File: config.mk
export PLATFORM = sky130hd
export DESIGN_NAME = pptr_front
export DESIGN_NICKNAME = d
export VERILOG_FILES = /design/src/rtl/core/pptr_pkg.sv /design/src/rtl/core/pptr_front.sv
export SDC_FILE = /design/constraint.sdc
export NUM_CORES = 1
export LEC_CHECK = 0
export ABC_CLOCK_PERIOD_IN_PS = 4800
export BUFFER_PORTS_ARGS = -buffer_cell sky130_fd_sc_hd__buf_2
export CAP_MARGIN = 20
export CORE_ASPECT_RATIO = 1.2
export CORE_MARGIN = 3
export CORE_UTILIZATION = 41
export CTS_BUF_LIST = sky130_fd_sc_hd__clkbuf_8
export CTS_CLUSTER_SIZE = 14
export DETAILED_ROUTE_END_ITERATION = 10
export PLACE_DENSITY_LB_ADDON = 0.08
export SKIP_CTS_REPAIR_TIMING = 1
export SYNTH_ARGS = -nofsm -noshare
export SYNTH_HDL_FRONTEND = slang
export SYNTH_SLANG_ARGS = --single-unit
File: constraint.sdc
create_clock -name clk -period 4.8 [get_ports clk]
set_input_delay 0 -clock clk [delete_from_list [all_inputs] [get_ports clk]]
set_output_delay 0 -clock clk [all_outputs]
set_load 0.01 [all_outputs]
File: src/rtl/core/pptr_pkg.sv
// package for the pre/post trigger transition recorder
// types, function codes and constants shared by pptr_front, pptr_back, the top and the checker
package pptr_pkg;
  localparam logic [2:0] FUNC_SAMPLE  = 3'd0;
  localparam logic [2:0] FUNC_FREEZE  = 3'd1;
  localparam logic [2:0] FUNC_SEAL    = 3'd2;
  localparam logic [2:0] FUNC_READ    = 3'd3;
  localparam logic [2:0] FUNC_RELEASE = 3'd4;
  localparam logic [2:0] FUNC_STAT    = 3'd5;

  localparam logic [7:0] STAT_LAPS    = 8'd0;
  localparam logic [7:0] STAT_SKIPPED = 8'd1;
  localparam logic [7:0] STAT_FROZEN  = 8'd2;

  localparam logic [1:0] LEVEL_MASK = 2'h3;
  localparam logic [15:0] SKIP_MAX  = 16'hFFFF;

  typedef struct packed {
    logic [2:0]  func;
    logic [1:0]  line_level;
    logic [31:0] tick_stamp;
    logic [7:0]  capture_tag;
    logic [7:0]  item_index;
  } in_item_t;

  typedef struct packed {
    logic        ok;
    logic        capture_ready;
    logic [8:0]  captured_count;
    logic [7:0]  trigger_position;
    logic [7:0]  capture_label;
    logic [7:0]  capture_session;
    logic        capture_partial;
    logic [31:0] event_tick;
    logic [15:0] event_sequence;
    logic [5:0]  event_transition;
    logic [7:0]  event_label;
    logic [31:0] stat_value;
  } out_item_t;
endpackage

File: src/rtl/core/pptr_front.sv
// front part: queues accepted items and hands them to the back part
// depends on pptr_pkg
module pptr_front import pptr_pkg::*; #(
  parameter int QDEPTH = 2
) (
  input  logic     clk,
  input  logic     rst_n,
  input  logic     in_valid,
  output logic     in_ready,
  input  in_item_t in_data,
  output logic     q_valid,
  input  logic     q_pop,
  output in_item_t q_data
);
  localparam int AW = $clog2(QDEPTH);
  in_item_t      fifo_r [QDEPTH];
  logic [AW-1:0] rd_r, wr_r;
  logic [AW:0]   cnt_r;
  logic          push;

  assign in_ready = (cnt_r < (AW+1)'(QDEPTH));
  assign push = in_valid && in_ready;
  assign q_valid = (cnt_r != '0);
  assign q_data = fifo_r[rd_r];

  always_ff @(posedge clk) begin
    if (push) fifo_r[wr_r] <= in_data;
    if (!rst_n) begin
      rd_r <= '0;
      wr_r <= '0;
      cnt_r <= '0;
    end else begin
      if (push) wr_r <= (wr_r == AW'(QDEPTH-1)) ? '0 : wr_r + 1'b1;
      if (q_pop) rd_r <= (rd_r == AW'(QDEPTH-1)) ? '0 : rd_r + 1'b1;
      cnt_r <= cnt_r + (AW+1)'(push) - (AW+1)'(q_pop);
    end
  end
endmodule

; Word level (Yosys, flattened, before mapping)
; Memory sizes are Yosys's and may differ from the RTL's. A register that Yosys moved wholly into a read port is not among the register bits.
; Cells that the tools add are included.
[op_classes]
add_sub_neg = 4
order_cmp = 1
mux = 6
n_reduce_logical = 2
[ops]
columns = operator, n
row1 = 2-to-1 mux 1 bit, 6
row2 = adder 1 bit (second input constant), 2
row3 = adder 2 x 1 -> 2 bit, 1
row4 = < comparator 2 bit (second input constant), 1
row5 = nonzero test 2 bit, 1
row6 = subtractor 2 x 1 -> 2 bit, 1
row7 = logical AND 1 bit, 1
[totals]
reg_bits = 4
ram_bits = 106
output_inout_bits = 55
wordCells = 17
memories = 1
[memory_table]
columns = memory, depth, word_bits, read_ports, rd_ports_with_merged_regs, wr, line
row1 = fifo_r, 2, 53, 1, 1, 1, pptr_front.sv:16  ; in_item_t fifo_r [QDEPTH];

; Logic depth before layout (Yosys ltp)
[logic_depth]
ltp_word = 4
mapped_depth = 5
mapped_depth_nobuf = 5

; Least setup slack after synthesis
; No wires, ideal clock.
[synth_path]
path_kind = reg-to-reg
from = register cnt_r[1]
to = memory fifo_r[0][0] (netlist name), enable pin
setup_time_ns = 0.465
t_arrival_ns = 2.751
required_ns = 4.335
path_slack_ns = 1.584
path_stages_with_launch = 3
path_buffers = 0
synth_period_minus_slack_ns = 3.216
path_cell_list = dfxtp_1 nand2b_1 nor2_1
[synth_between]
elab_chain_len = 4
[synth_lines]
columns = item, line
row1 = from (decl), pptr_front.sv:18  ; logic [AW:0] cnt_r;
row2 = from (signal assigned), pptr_front.sv:35  ; cnt_r <= cnt_r + (AW+1)'(push) - (AW+1)'(q_pop);
row3 = < comparator 2 bit, pptr_front.sv:21  ; assign in_ready = (cnt_r < (AW+1)'(QDEPTH));
row4 = logical AND 1 bit, pptr_front.sv:22  ; assign push = in_valid && in_ready;
row5 = 2-to-1 mux 1 bit, pptr_front.sv:27  ; if (push) fifo_r[wr_r] <= in_data;
row6 = 2-to-1 mux 1 bit (implied by the code), pptr_front.sv:27
row7 = to (decl), pptr_front.sv:16
; No other way between the ends.

==> summary.txt <==
Status: finished clean
Number of enable flip-flop cells after synthesis: 106
# rows: 39
Post-DR wirelength/cell: 15.03 µm
First-pass GRT wire length: 10560 µm
Main synth FF type: edfxtp_1
Placed insts: 419
Synth-to-layout area growth: 35.81%
Root buffer cell: clkbuf_8
Finished Core Util: 0.5740
Yosys reg bits: 111
Hold Path Class: in -> reg
Worst path cell trace: buf_4, mux2_2, buf_2
Diodes inserted: 0
Max clock buf depth: 2
Die Area: 11090 µm²
Peak supply drop: 0.0001948 V
R2R cell count: 3
Top cells by count, synth: edfxtp_1, mux2_2, buf_4, dfxtp_1, and2_1
LEAKAGE: 2.071 nW
Ratio of routed vias to standard cells: 4.564
Syn nets: 246
Crit Path Max Fanout: 33
Worst EP required: 4.80 ns
RSZ-0062 raised after global routing: no
1st-pass router iterations: 4
Synth Instances: 188
Most numerous cell in the Yosys netlist: edfxtp_1
Hold path cells: 3
Post-route DRC: 0
Yosys warns: 0
Initial DRC count: 110
Global route overflow: 0
Via count: 2232
Worst-Margin Slew: 0.6404 ns
Power Density: 365.4 nW/µm²
Area leader, netlist: edfxtp_1
Max Cap Viol: 0
Post-synth top area share: 0.7874
Initial antenna violation count: 0
I/O pins: 112
Core area: 9564 µm²
Antenna Nets Post-Route: 0
Clk_skew: 0.01168 ns
H-tree depth: 3
Asr flop ratio synth: 0
Clock sinks: 111
Mapped Avg Cell Area: 21.50 µm²
Routed wire length: 7349 µm
Sum of negative setup slack: 0 ns
Final setup viols: 0
Clock Latency Late Sink: 0.36 ns
Starting density of the core: 0.4227
Final hold violations: 0
Slew headroom: 0.5721
Die span in x: 96.65 µm
Setup CP Type: reg -> out
Slew Viols, Final: 0
Die Height: 114.8 µm
Vias in the first global route: 2139
Top cells by area, synth: edfxtp_1, mux2_2, dfxtp_1
Startpoint types: register
TritonCTS buffer count: 9
Share of cells above drive strength 1: 0.5082
CTS tree: done
Dpl hpwl: 4454 µm
CP endpoint kind: output port
Mapped cell area: 4043 µm²
Final Cycle Share: 0.4305
Clock Pin Slew Worst Setup and Hold Paths: 0.09 ns
Largest net degree at the start of global routing: 42
Tmin final: 2.067 ns
Distinct cell type count after synthesis: 19
Gr usage total: 0.1259
Share of the yosys chip area belonging to registers: 0.8121
Critical Path AT: 2.07 ns
Worst path max stage delay: 0.66 ns
Slowest stage cell, crit path: dfxtp_2
# nets final: 419
I/O Buffers: 111
Final cell count without fillers: 489
Placer Congestion: 0.6803
Highest clock rate: 483.9 MHz
cells by family after synthesis:
family                   count (synthesis)  share of synthesized area
AND/OR/NAND/NOR                         12                    0.01826
AO/OA/AOI/OAI                            2                   0.003095
buffers and inverters                    7                    0.01145
XOR/XNOR                                 2                   0.004334
flip-flops                             111                     0.8121
adder cells (fa/ha/maj)                  1                   0.003095
multiplexers                            53                     0.1476
worst paths after layout:
path	from	to	slack, ns
max	register	q_data[28]	2.73
min	q_pop	register	0.04
max reg2reg	cnt_r[1]$_SDFF_PN0_	fifo_r[0][29]$_DFFE_PP_	2.82
min reg2reg	rd_r$_SDFFE_PN0P_	register	0.58
critical path: cells and delay by family (launching register included):
kind / cells / cell delay, ns
DFF: 1 / 0.66
buffers and inverters: 2 / 0.65
muxes: 1 / 0.40
registers in the layout, indices dropped and copies added (netlist names), named ones only:
signal and flops:
wr_r 1, fifo_r 106, cnt_r 2, rd_r 1
report_power, final:
| part | total, W | switching (W) | internal [W] |
|---|---|---|---|
| clock network | 0.000561 | 0.000300 | 0.000260 |
| logic | 0.000284 | 0.000137 | 0.000147 |
| registers | 0.00116 | 0.0000214 | 0.00114 |
per-stage QoR:
stage | cell area, µm² | power [W] | hold WS (ns) | setup WS, ns
after floorplan | 4043 | 0.001330 | 0.09887 | 1.584
after global placement | 4742 | 0.001438 | 0.1882 | 2.794
after detailed placement | 4742 | 0.001440 | 0.1914 | 2.787
after CTS | 4950 | 0.002005 | -0.2087 | 2.645
after global routing | 5490 | 0.002103 | 0.03627 | 2.542
final | 5490 | 0.002006 | 0.04454 | 2.733
cell usage in the layout (no fill, tap or decap), types with 2 or more instances in the layout:
cell	instances
buf_2	111
edfxtp_1	106
dlygate4sd3_1	54
mux2_2	53
clkbuf_8	10
and2_1	4
dfxtp_1	4
buf_4	3
inv_1	2
routing by layer:
metal | vias to the layer above | track usage | part of all wire
li1 | 1081 | - | -
met1 | 1068 | 0.1359 | 0.40
met2 | 72 | 0.2196 | 0.52
met3 | 11 | 0.04308 | 0.059
met4 | 0 | 0.06742 | 0.018
met5 | - | 0 | 0
area by class of cell:
cell class | instances | area (µm²)
Clock inverter | 6 | 70.07
Clock buffer | 10 | 137.6
Fill cell | 765 | 4074
Tap cell | 123 | 153.9
Multi-Input combinational cell | 70 | 721.9
Timing Repair Buffer | 168 | 1119
Sequential cell | 111 | 3284
Inverter | 1 | 3.754
(Power assumes the default switching activity.)
